===== config.mk =====
export PLATFORM = sky130hd
export DESIGN_NAME = sprite_evaluation_fsm
export DESIGN_NICKNAME = d
export VERILOG_FILES = /design/src/rtl/core/sev_pkg.sv /design/src/rtl/core/sev_primary_ram.sv /design/src/rtl/core/sev_eval_core.sv /design/src/rtl/core/sprite_evaluation_fsm.sv
export SDC_FILE = /design/constraint.sdc
export NUM_CORES = 2
export LEC_CHECK = 0
export ABC_AREA = 1
export BUFFER_PORTS_ARGS = -buffer_cell sky130_fd_sc_hd__clkbuf_2
export CORE_MARGIN = 3
export CORE_UTILIZATION = 45
export DETAILED_ROUTE_END_ITERATION = 8
export PLACE_DENSITY = 0.7
export SYNTH_ARGS = -nofsm -noshare
export SYNTH_HDL_FRONTEND = slang
export SYNTH_SLANG_ARGS = --single-unit

===== constraint.sdc =====
create_clock -name clock -period 7.5 [get_ports clock]
set_clock_uncertainty 0.05 [all_clocks]
set_input_delay 1.875 -clock clock [delete_from_list [all_inputs] [get_ports clock]]
set_output_delay 1.875 -clock clock [all_outputs]
set_load 0.1 [all_outputs]

===== src/rtl/core/sev_pkg.sv =====
// ---------------------------------------------------------------------------
// sev_pkg - shared types and constants for sprite evaluation
// Item and result records, action codes, stepper phases and line timing.
// ---------------------------------------------------------------------------
package sev_pkg;

   // sizing
   localparam int SPRITES_TOTAL     = 64;
   localparam int SLOTS_PER_LINE    = 8;
   localparam int LAST_VISIBLE_LINE = 239;
   localparam int CURSOR_W          = $clog2(SPRITES_TOTAL);

   // dot timing within a line
   localparam int CLEAR_FIRST_DOT = 2;
   localparam int CLEAR_LAST_DOT  = 64;
   localparam int EVAL_FIRST_DOT  = 65;
   localparam int EVAL_LAST_DOT   = 256;

   // substep markers of the stepper
   localparam logic [2:0] SUB_Y_CHECK   = 3'd1;
   localparam logic [2:0] SUB_LAST_COPY = 3'd7;
   localparam logic [2:0] SUB_HIT_NEXT  = 3'd2;
   localparam logic [2:0] SUB_SCAN_DONE = 3'd5;

   localparam logic [7:0] FILL_BYTE      = 8'hFF;
   localparam logic [4:0] HEIGHT_DEFAULT = 5'd8;

   typedef enum logic [1:0] {
      ACT_WRITE = 2'd0,
      ACT_TICK  = 2'd1,
      ACT_READ  = 2'd2,
      ACT_CLEAR = 2'd3
   } action_type;

   typedef enum logic [1:0] {
      PH_COPY,
      PH_OVER,
      PH_IDLE
   } phase_type;

   typedef struct packed {
      action_type  action;
      logic [7:0]  mem_addr;
      logic [7:0]  mem_data;
      logic [8:0]  dot;
      logic        odd_dot;
      logic [8:0]  scanline;
   } item_type;

   typedef struct packed {
      logic [7:0]  oam_pointer;
      logic        overflow;
      logic [3:0]  found_count;
      logic        soam_we;
      logic [4:0]  soam_waddr;
      logic [7:0]  soam_wdata;
      logic [7:0]  read_byte;
      logic [5:0]  source_sprite;
   } result_type;

   typedef struct packed {
      logic        we;
      logic [7:0]  waddr;
      logic [7:0]  wdata;
      logic [7:0]  raddr;
   } ram_req_type;

   // primary address of byte m of sprite n
   function automatic logic [7:0] ptr_of(logic [CURSOR_W-1:0] n, logic [1:0] m);
      ptr_of = 8'({n, m});
   endfunction

endpackage


===== src/rtl/core/sev_primary_ram.sv =====
// ---------------------------------------------------------------------------
// sev_primary_ram - primary sprite memory
// 256 x 8, one write and one registered read per cycle, write-through on a
// same-address collision.
// ---------------------------------------------------------------------------
module sev_primary_ram (
   input  logic                 clock,
   input  sev_pkg::ram_req_type ram_req,
   output logic [7:0]           rdata
);

   logic [7:0] ram_ff [256];
   logic [7:0] rdata_ff;

   // write port
   always_ff @(posedge clock) begin
      if (ram_req.we) begin
         ram_ff[ram_req.waddr] <= ram_req.wdata;
      end
   end

   // read port, new data on collision
   always_ff @(posedge clock) begin
      if (ram_req.we && (ram_req.waddr == ram_req.raddr)) begin
         rdata_ff <= ram_req.wdata;
      end else begin
         rdata_ff <= ram_ff[ram_req.raddr];
      end
   end

   assign rdata = rdata_ff;

endmodule


===== src/rtl/core/sev_eval_core.sv =====
// ---------------------------------------------------------------------------
// sev_eval_core - evaluation stepper and secondary memory
// Processes one item per cycle from the input stage while item_go is high,
// holds stepper state, secondary memory and slot sources, and aims the
// primary read port at the item that is processed next.
// ---------------------------------------------------------------------------
module sev_eval_core (
   input  logic                 clock,
   input  logic                 reset,
   input  logic                 csr_we,
   input  logic [4:0]           csr_wdata,
   input  sev_pkg::item_type    item,
   input  logic                 item_go,
   input  logic [8:0]           next_dot,
   input  logic [7:0]           rd_data,
   output sev_pkg::result_type  result,
   output sev_pkg::ram_req_type ram_req
);

   localparam int CW = sev_pkg::CURSOR_W;

   // state registers
   logic [4:0]                height_ff;
   sev_pkg::phase_type        phase_ff, phase_in;
   logic [2:0]                sub_ff, sub_in;
   logic [3:0]                copied_ff, copied_in;
   logic [CW-1:0]             cursor_ff, cursor_in;
   logic [1:0]                byte_ff, byte_in;
   logic                      locked_ff, locked_in;
   logic [7:0]                latch_ff, latch_in;
   logic                      ovf_ff, ovf_in;
   logic [7:0]                ptr_ff, ptr_in;
   logic [7:0]                sec_mem_ff [32];
   logic [CW-1:0]             slot_src_ff [8];

   // state as seen by this item, after the start-of-evaluation restart
   sev_pkg::phase_type        e_phase;
   logic [2:0]                e_sub;
   logic [3:0]                e_copied;
   logic [CW-1:0]             e_cursor;
   logic [1:0]                e_byte;
   logic                      e_locked;
   logic [7:0]                e_latch;

   logic                      even;
   logic                      tick_ok, in_clear, in_eval, restart;
   logic                      copy_rd, copy_wr, over_rd;
   logic                      latch_hit, rd_hit;
   logic                      copy_miss, copy_full;
   logic [3:0]                copied_nx;
   logic [CW:0]               cursor_inc;
   logic                      wrap;
   logic [CW-1:0]             cursor_nx;
   logic [2:0]                sub_inc;

   logic                      soam_we;
   logic [4:0]                soam_waddr;
   logic [7:0]                soam_wdata;

   sev_pkg::phase_type        nx_phase;
   logic [2:0]                nx_sub;
   logic [CW-1:0]             nx_cursor;
   logic [1:0]                nx_byte;

   // Y range test: y <= line < y + height
   function automatic logic in_range(logic [8:0] line, logic [7:0] y, logic [4:0] h);
      in_range = (10'(line) >= 10'(y)) && (10'(line) < (10'(y) + 10'(h)));
   endfunction

   // item decode
   assign even     = !item.odd_dot;
   assign tick_ok  = (item.action == sev_pkg::ACT_TICK) &&
                     (item.scanline != 9'(sev_pkg::LAST_VISIBLE_LINE));
   assign in_clear = tick_ok && (item.dot <= 9'(sev_pkg::CLEAR_LAST_DOT));
   assign in_eval  = tick_ok && (item.dot > 9'(sev_pkg::CLEAR_LAST_DOT)) &&
                     (item.dot <= 9'(sev_pkg::EVAL_LAST_DOT));
   assign restart  = in_eval && (item.dot == 9'(sev_pkg::EVAL_FIRST_DOT));

   assign e_phase  = restart ? sev_pkg::PH_COPY : phase_ff;
   assign e_sub    = restart ? 3'd0 : sub_ff;
   assign e_copied = restart ? 4'd0 : copied_ff;
   assign e_cursor = restart ? '0 : cursor_ff;
   assign e_byte   = restart ? 2'd0 : byte_ff;
   assign e_locked = restart ? 1'b0 : locked_ff;
   assign e_latch  = restart ? 8'd0 : latch_ff;

   // stepper step decode
   assign copy_rd   = in_eval && (e_phase == sev_pkg::PH_COPY) && !e_sub[0] && even;
   assign copy_wr   = in_eval && (e_phase == sev_pkg::PH_COPY) && e_sub[0] && !even;
   assign over_rd   = in_eval && (e_phase == sev_pkg::PH_OVER) && even;
   assign latch_hit = in_range(item.scanline, e_latch, height_ff);
   assign rd_hit    = in_range(item.scanline, rd_data, height_ff);
   assign copy_miss = copy_wr && (e_sub == sev_pkg::SUB_Y_CHECK) && !latch_hit;
   assign copy_full = copy_wr && (e_sub == sev_pkg::SUB_LAST_COPY);
   assign copied_nx = e_copied + {3'd0, copy_full};
   assign cursor_inc = {1'b0, e_cursor} + (CW+1)'(1);
   assign wrap       = cursor_inc >= (CW+1)'(sev_pkg::SPRITES_TOTAL);
   assign cursor_nx  = wrap ? '0 : cursor_inc[CW-1:0];
   assign sub_inc    = e_sub + 3'd1;

   // next state
   always_comb begin
      phase_in  = e_phase;
      sub_in    = e_sub;
      copied_in = e_copied;
      cursor_in = e_cursor;
      byte_in   = e_byte;
      locked_in = e_locked;
      latch_in  = e_latch;
      ovf_in    = ovf_ff;
      ptr_in    = ptr_ff;

      if (item.action == sev_pkg::ACT_CLEAR) begin
         ovf_in = 1'b0;
      end

      if (copy_rd) begin
         ptr_in   = sev_pkg::ptr_of(e_cursor, e_sub[2:1]);
         latch_in = rd_data;
         sub_in   = sub_inc;
      end

      if (copy_wr) begin
         if (copy_miss || copy_full) begin
            // sprite done: move on to the next one
            copied_in = copied_nx;
            sub_in    = 3'd0;
            if (wrap) begin
               cursor_in = '0;
               phase_in  = sev_pkg::PH_IDLE;
            end else begin
               cursor_in = cursor_nx;
               if (copied_nx < 4'(sev_pkg::SLOTS_PER_LINE)) begin
                  phase_in = sev_pkg::PH_COPY;
               end else begin
                  if (copied_nx == 4'(sev_pkg::SLOTS_PER_LINE)) begin
                     locked_in = 1'b1;
                  end
                  phase_in = sev_pkg::PH_OVER;
               end
            end
         end else begin
            sub_in = sub_inc;
         end
      end

      if (over_rd) begin
         ptr_in   = sev_pkg::ptr_of(e_cursor, e_byte);
         latch_in = rd_data;
         byte_in  = e_byte + 2'd1;
         if (e_sub == 3'd0) begin
            if (rd_hit) begin
               ovf_in = 1'b1;
               sub_in = sev_pkg::SUB_HIT_NEXT;
               if (e_byte == 2'd3) begin
                  cursor_in = cursor_nx;
               end
            end else if (wrap) begin
               // diagonal scan: byte index moves without carry
               cursor_in = '0;
               phase_in  = sev_pkg::PH_IDLE;
            end else begin
               cursor_in = cursor_nx;
            end
         end else begin
            if (e_byte == 2'd3) begin
               cursor_in = cursor_nx;
            end
            sub_in = sub_inc;
            if (sub_inc >= sev_pkg::SUB_SCAN_DONE) begin
               phase_in = sev_pkg::PH_IDLE;
               sub_in   = 3'd0;
            end
         end
      end
   end

   // secondary write and result outputs
   always_comb begin
      soam_we    = 1'b0;
      soam_waddr = 5'd0;
      soam_wdata = 8'd0;
      if (in_clear && even && (item.dot >= 9'(sev_pkg::CLEAR_FIRST_DOT))) begin
         soam_we    = 1'b1;
         soam_waddr = item.dot[5:1] - 5'd1;
         soam_wdata = sev_pkg::FILL_BYTE;
      end else if (copy_wr && !e_locked) begin
         soam_we    = 1'b1;
         soam_waddr = {e_copied[2:0], e_sub[2:1]};
         soam_wdata = e_latch;
      end

      result.oam_pointer   = ptr_in;
      result.overflow      = ovf_in;
      result.found_count   = copied_in;
      result.soam_we       = soam_we;
      result.soam_waddr    = soam_waddr;
      result.soam_wdata    = soam_wdata;
      result.read_byte     = 8'd0;
      result.source_sprite = 6'd0;
      if (item.action == sev_pkg::ACT_READ) begin
         result.read_byte     = sec_mem_ff[item.mem_addr[4:0]];
         result.source_sprite = 6'(slot_src_ff[item.mem_addr[4:2]]);
      end
   end

   // read address for the item processed next cycle
   assign nx_phase  = item_go ? phase_in  : phase_ff;
   assign nx_sub    = item_go ? sub_in    : sub_ff;
   assign nx_cursor = item_go ? cursor_in : cursor_ff;
   assign nx_byte   = item_go ? byte_in   : byte_ff;

   always_comb begin
      ram_req.we    = item_go && (item.action == sev_pkg::ACT_WRITE);
      ram_req.waddr = item.mem_addr;
      ram_req.wdata = item.mem_data;
      if (next_dot == 9'(sev_pkg::EVAL_FIRST_DOT)) begin
         ram_req.raddr = 8'd0;
      end else if (nx_phase == sev_pkg::PH_COPY) begin
         ram_req.raddr = sev_pkg::ptr_of(nx_cursor, nx_sub[2:1]);
      end else begin
         ram_req.raddr = sev_pkg::ptr_of(nx_cursor, nx_byte);
      end
   end

   // control state
   always_ff @(posedge clock) begin
      if (reset) begin
         height_ff <= sev_pkg::HEIGHT_DEFAULT;
         phase_ff  <= sev_pkg::PH_COPY;
         sub_ff    <= 3'd0;
         copied_ff <= 4'd0;
         cursor_ff <= '0;
         byte_ff   <= 2'd0;
         locked_ff <= 1'b0;
         latch_ff  <= 8'd0;
         ovf_ff    <= 1'b0;
         ptr_ff    <= 8'd0;
      end else begin
         if (csr_we) begin
            height_ff <= csr_wdata;
         end
         if (item_go) begin
            phase_ff  <= phase_in;
            sub_ff    <= sub_in;
            copied_ff <= copied_in;
            cursor_ff <= cursor_in;
            byte_ff   <= byte_in;
            locked_ff <= locked_in;
            latch_ff  <= latch_in;
            ovf_ff    <= ovf_in;
            ptr_ff    <= ptr_in;
         end
      end
   end

   // secondary memory, all 0xFF after reset
   always_ff @(posedge clock) begin
      if (reset) begin
         for (int i = 0; i < 32; i++) begin
            sec_mem_ff[i] <= sev_pkg::FILL_BYTE;
         end
      end else if (item_go && soam_we) begin
         sec_mem_ff[soam_waddr] <= soam_wdata;
      end
   end

   // slot sources
   always_ff @(posedge clock) begin
      if (item_go && copy_full) begin
         slot_src_ff[e_copied[2:0]] <= e_cursor;
      end
   end

endmodule


===== src/rtl/core/sprite_evaluation_fsm.sv =====
// ---------------------------------------------------------------------------
// sprite_evaluation_fsm - per-scanline sprite evaluation
// Primary memory writes, dot ticks, secondary reads and overflow clears,
// one result per item.
// ---------------------------------------------------------------------------
//   channel | direction | handshake          | payload
//   req     | in        | req_valid/req_stall| action, mem_addr, mem_data, dot, odd_dot, scanline
//   rsp     | out       | rsp_valid/rsp_stall| oam_pointer ... source_sprite
//   csr     | in        | csr_we             | csr_wdata (sprite height)
//
// One item per cycle, back to back, while rsp_stall is low; an item passes
// one input register and then one result register before rsp_valid rises.
// Primary memory is read ahead, at an address from the stepper's next state.
// Reset is synchronous; secondary memory comes up at 0xFF, primary memory
// is undefined until written.
// A stalled result holds the input stage, which then stalls req.
// ---------------------------------------------------------------------------
module sprite_evaluation_fsm (
   input  logic        clock,
   input  logic        reset,
   input  logic        req_valid,
   output logic        req_stall,
   input  logic [1:0]  req_action,
   input  logic [7:0]  req_mem_addr,
   input  logic [7:0]  req_mem_data,
   input  logic [8:0]  req_dot,
   input  logic        req_odd_dot,
   input  logic [8:0]  req_scanline,
   output logic        rsp_valid,
   input  logic        rsp_stall,
   output logic [7:0]  rsp_oam_pointer,
   output logic        rsp_overflow,
   output logic [3:0]  rsp_found_count,
   output logic        rsp_soam_we,
   output logic [4:0]  rsp_soam_waddr,
   output logic [7:0]  rsp_soam_wdata,
   output logic [7:0]  rsp_read_byte,
   output logic [5:0]  rsp_source_sprite,
   input  logic        csr_we,
   input  logic [4:0]  csr_wdata
);

   logic                 in_valid_ff, in_valid_in;
   sev_pkg::item_type    in_item_ff;
   logic                 out_valid_ff, out_valid_in;
   sev_pkg::result_type  out_res_ff;
   logic                 advance, load;
   logic [8:0]           next_dot;
   logic [7:0]           rd_data;
   sev_pkg::result_type  result;
   sev_pkg::ram_req_type ram_req;

   // handshake
   assign advance      = in_valid_ff && (!out_valid_ff || !rsp_stall);
   assign req_stall    = in_valid_ff && !advance;
   assign load         = req_valid && !req_stall;
   assign in_valid_in  = load || (in_valid_ff && !advance);
   assign out_valid_in = advance || (out_valid_ff && rsp_stall);
   assign next_dot     = load ? req_dot : in_item_ff.dot;

   always_ff @(posedge clock) begin
      if (reset) begin
         in_valid_ff  <= 1'b0;
         out_valid_ff <= 1'b0;
      end else begin
         in_valid_ff  <= in_valid_in;
         out_valid_ff <= out_valid_in;
      end
   end

   // input stage
   always_ff @(posedge clock) begin
      if (load) begin
         in_item_ff.action   <= sev_pkg::action_type'(req_action);
         in_item_ff.mem_addr <= req_mem_addr;
         in_item_ff.mem_data <= req_mem_data;
         in_item_ff.dot      <= req_dot;
         in_item_ff.odd_dot  <= req_odd_dot;
         in_item_ff.scanline <= req_scanline;
      end
   end

   // result stage
   always_ff @(posedge clock) begin
      if (advance) begin
         out_res_ff <= result;
      end
   end

   sev_primary_ram u_ram (
      .clock   (clock),
      .ram_req (ram_req),
      .rdata   (rd_data)
   );

   sev_eval_core u_core (
      .clock     (clock),
      .reset     (reset),
      .csr_we    (csr_we),
      .csr_wdata (csr_wdata),
      .item      (in_item_ff),
      .item_go   (advance),
      .next_dot  (next_dot),
      .rd_data   (rd_data),
      .result    (result),
      .ram_req   (ram_req)
   );

   assign rsp_valid         = out_valid_ff;
   assign rsp_oam_pointer   = out_res_ff.oam_pointer;
   assign rsp_overflow      = out_res_ff.overflow;
   assign rsp_found_count   = out_res_ff.found_count;
   assign rsp_soam_we       = out_res_ff.soam_we;
   assign rsp_soam_waddr    = out_res_ff.soam_waddr;
   assign rsp_soam_wdata    = out_res_ff.soam_wdata;
   assign rsp_read_byte     = out_res_ff.read_byte;
   assign rsp_source_sprite = out_res_ff.source_sprite;

endmodule


==> run summary <==
maximum clock path buffer count = 3
gr ovfl total = 0
CP Capture Type = register
Via-to-Cell Ratio = 6.04
cell depth of the worst min-delay path = 2
sequential area share after synthesis = 0.730
CTS tree = yes
post-CTS resize count = 0
vias in the first global route = 65.7k
sinks on the clock net = 2480
Post-synth ARST share = 0
Post-synth EDFFs = 2430
die area = 231000 sq um
Max stage delay on crit path = 640 ps
Synth-to-Final Area Change = 10.8%
main combinational cell family by area after synthesis = simple AND/OR/NAND/NOR gates
worst rel slew slack = 0.120
Setup TNS Final = 0 ps
Min-Delay Path Class = register to register
worst skew pair latency = 880 ps
Via Count = 68.3k
Initial Utilization = 0.454
Tmin final = 6660 ps
share of cells above drive strength 1 = 0.0767
Post-CTS Hold Fix Bufs = 0
post-synthesis sequential element count = 2480
delay-heaviest family, CP = simple AND/OR/NAND/NOR gates
Yosys cell types = 50
WP buf/inv = 4
final worst slack = 841 ps
maximum vdd drop = 0.228 mV
First DRT Iteration DRCs = 9391
unrepaired setup endpoints after global routing = no
mean post-synth cell area = 12.2 sq um
placement row count = 173
adder-cell share of the synthesized area = 0.00694
core area = 223000 sq um
period utilization = 0.888
H-tree Lvls = 4
CTS Buf Count = 237
CTS root buf = clkbuf_16
FF-to-FF setup slack = 840 ps
commonest non-fill, non-tap cells in the layout = 2430 x edfxtp_1, 1366 x nor2_1, 1092 x o21ai_0
R2R depth = 28
Die Ht = 481 um
largest net degree at the start of global routing = 220
mux contribution to synthesized area = 0
worst path arrival time = 7330 ps
Simple-Gate Fraction of Synth Area = 0.126
critical path class = register to register
crit-path max FO = 26
crit path launch type = register
Syn Nets = 8389
xor/xnor share of the synthesized area = 0.00121
Post-synth top flop = edfxtp_1
Max Cap Violations = 0
Total GRT Usage = 0.226
GP Congestion = 0.888
WL per Instance = 23.7 um
PortBufs = 89
status = finished, final reports clean
Pwr Density = 268 nW/um^2
# Post-CTS Setup Buffers = 0
Final Setup Violations = 0
Mapped Cells = 8287
dpl ws = 1130 ps
post-synthesis compound-gate area fraction = 0.106
Antenna Nets Post-Route = 0
synth warn = 0
# DRC = 0
die span in x = 481 um
fmax = 0.150 GHz
LEAKAGE = 0.0358 uW
Worst EP required = 8170 ps
drt pass-1 iters = 6
Worst-Margin Slew = 1320 ps
antenna violations before repair = 4
most common cell after layout, fill and taps aside = edfxtp_1
first-pass GRT wire length = 402000 um
Clk pin slew, worst setup/hold paths = 60 ps
Worst Hold End = u_core.latch_ff[3]$_SDFFE_PP0P_
Critical-path top delay cell = clkinv_2
Layout Nets = 8232
Top Ports = 90
Hold Path Origin = u_core.latch_ff[3]$_SDFFE_PP0P_
Post-Syn Area = 101000 sq um
final-report hold violation count = 0
Detailed Place HPWL = 144000 um
fin. max-slew vios = 0
final wirelength = 268000 um
[worst max-delay path by stage]
stage | start | endpoint | slack (ps) | cells after the start
after floorplan | rsp_stall | req_stall | 2300 | 2
final | register | register | 840 | 28
after global placement | register | register | 1250 | 28
after global routing | register | register | 510 | 31
after CTS | register | register | 1080 | 28
after detailed placement | register | register | 1130 | 28
[flip-flops by register name, indices dropped and copies added, names as in the netlist, 2 cells and up, named ones only]
name                flops
u_ram.ram_ff         2048
rsp_source_sprite       6
rsp_oam_pointer         8
u_core.cursor_ff        6
u_core.sec_mem_ff     256
u_core.ptr_ff           8
rsp_read_byte           8
rsp_soam_waddr          5
u_core.height_ff        5
u_core.copied_ff        4
u_core.sub_ff           3
in_item_ff             37
u_core.slot_src_ff     48
u_core.byte_ff          2
rsp_found_count         4
u_core.phase_ff         2
u_core.latch_ff         8
rsp_soam_wdata          8
[cell type report]
type | instances | area (sq um)
Antenna cell | 6 | 15.0
Sequential cell | 2480 | 74000
Multi-Input combinational cell | 5034 | 24300
Clock buffer | 279 | 6160
Inverter | 154 | 607
Clock inverter | 158 | 1500
Tap cell | 2975 | 3720
Timing Repair Buffer | 223 | 1940
Fill cell | 18600 | 111000
[metal layers]
layer / up-vias / GRT usage / routed length, um
met4: 2 / 0.0910 / 10200
met5: - / 0 / 50
li1: 30100 / - / -
met2: 4035 / 0.349 / 123000
met1: 33600 / 0.312 / 105000
met3: 571 / 0.0486 / 29700
[cells in the mapped netlist (all sizes together), types with 4 or more instances]
library cell	n	area (sq um)
a22oi	140	1050
o22ai	512	3200
a21oi	129	646
nor4	4	25.0
a31oi	4	25.0
xor2	6	52.6
nand3	796	3980
a211oi	4	30.0
nand4	13	111
buf	171	807
o21ai	1097	5500
ha	53	663
xnor2	8	70.1
inv	151	569
o41ai	14	123
edfxtp	2430	73000
clkbuf	448	1680
dfxtp	50	1000
nor3	18	95.1
nor2	1389	5350
nand2	818	3100
[logic make-up (layout without fill, tap and decap cells)]
logic type,Yosys count,in the layout
xor gates and xnor gates,14,14
DFF,2480,2480
and+or+nand+nor,3047,3047
buffers and inverters,773,814
AOI/OAI and AO/OA,1918,1918
other,0,6
adders and majority gates,55,55
[per-stage QoR]
step / hold slack [ps] / cells / instance area [sq um] / util / power [uW]
2_1_floorplan: 395 / 8287 / 101000 / - / 17600
3_3_place_gp: 406 / 10900 / 105000 / 0.469 / 18500
3_5_place_dp: 410 / 10900 / 105000 / 0.469 / 18600
4_1_cts: 419 / 11300 / 112000 / 0.503 / 30200
5_1_grt: 436 / 11300 / 112000 / 0.503 / 31100
6_report: 422 / 11300 / 112000 / 0.503 / 30100
[report_power, final]
part / internal [uW] / switching (uW)
combinational: 850 / 2190
clock: 6590 / 5180
sequential: 15200 / 50.5
[worst min-delay path, stage by stage, from the launching register on]
cell	delay [ps]
dfxtp_1	310
nand2_1	60
a21oi_1	50
(Power assumes the default switching activity.)
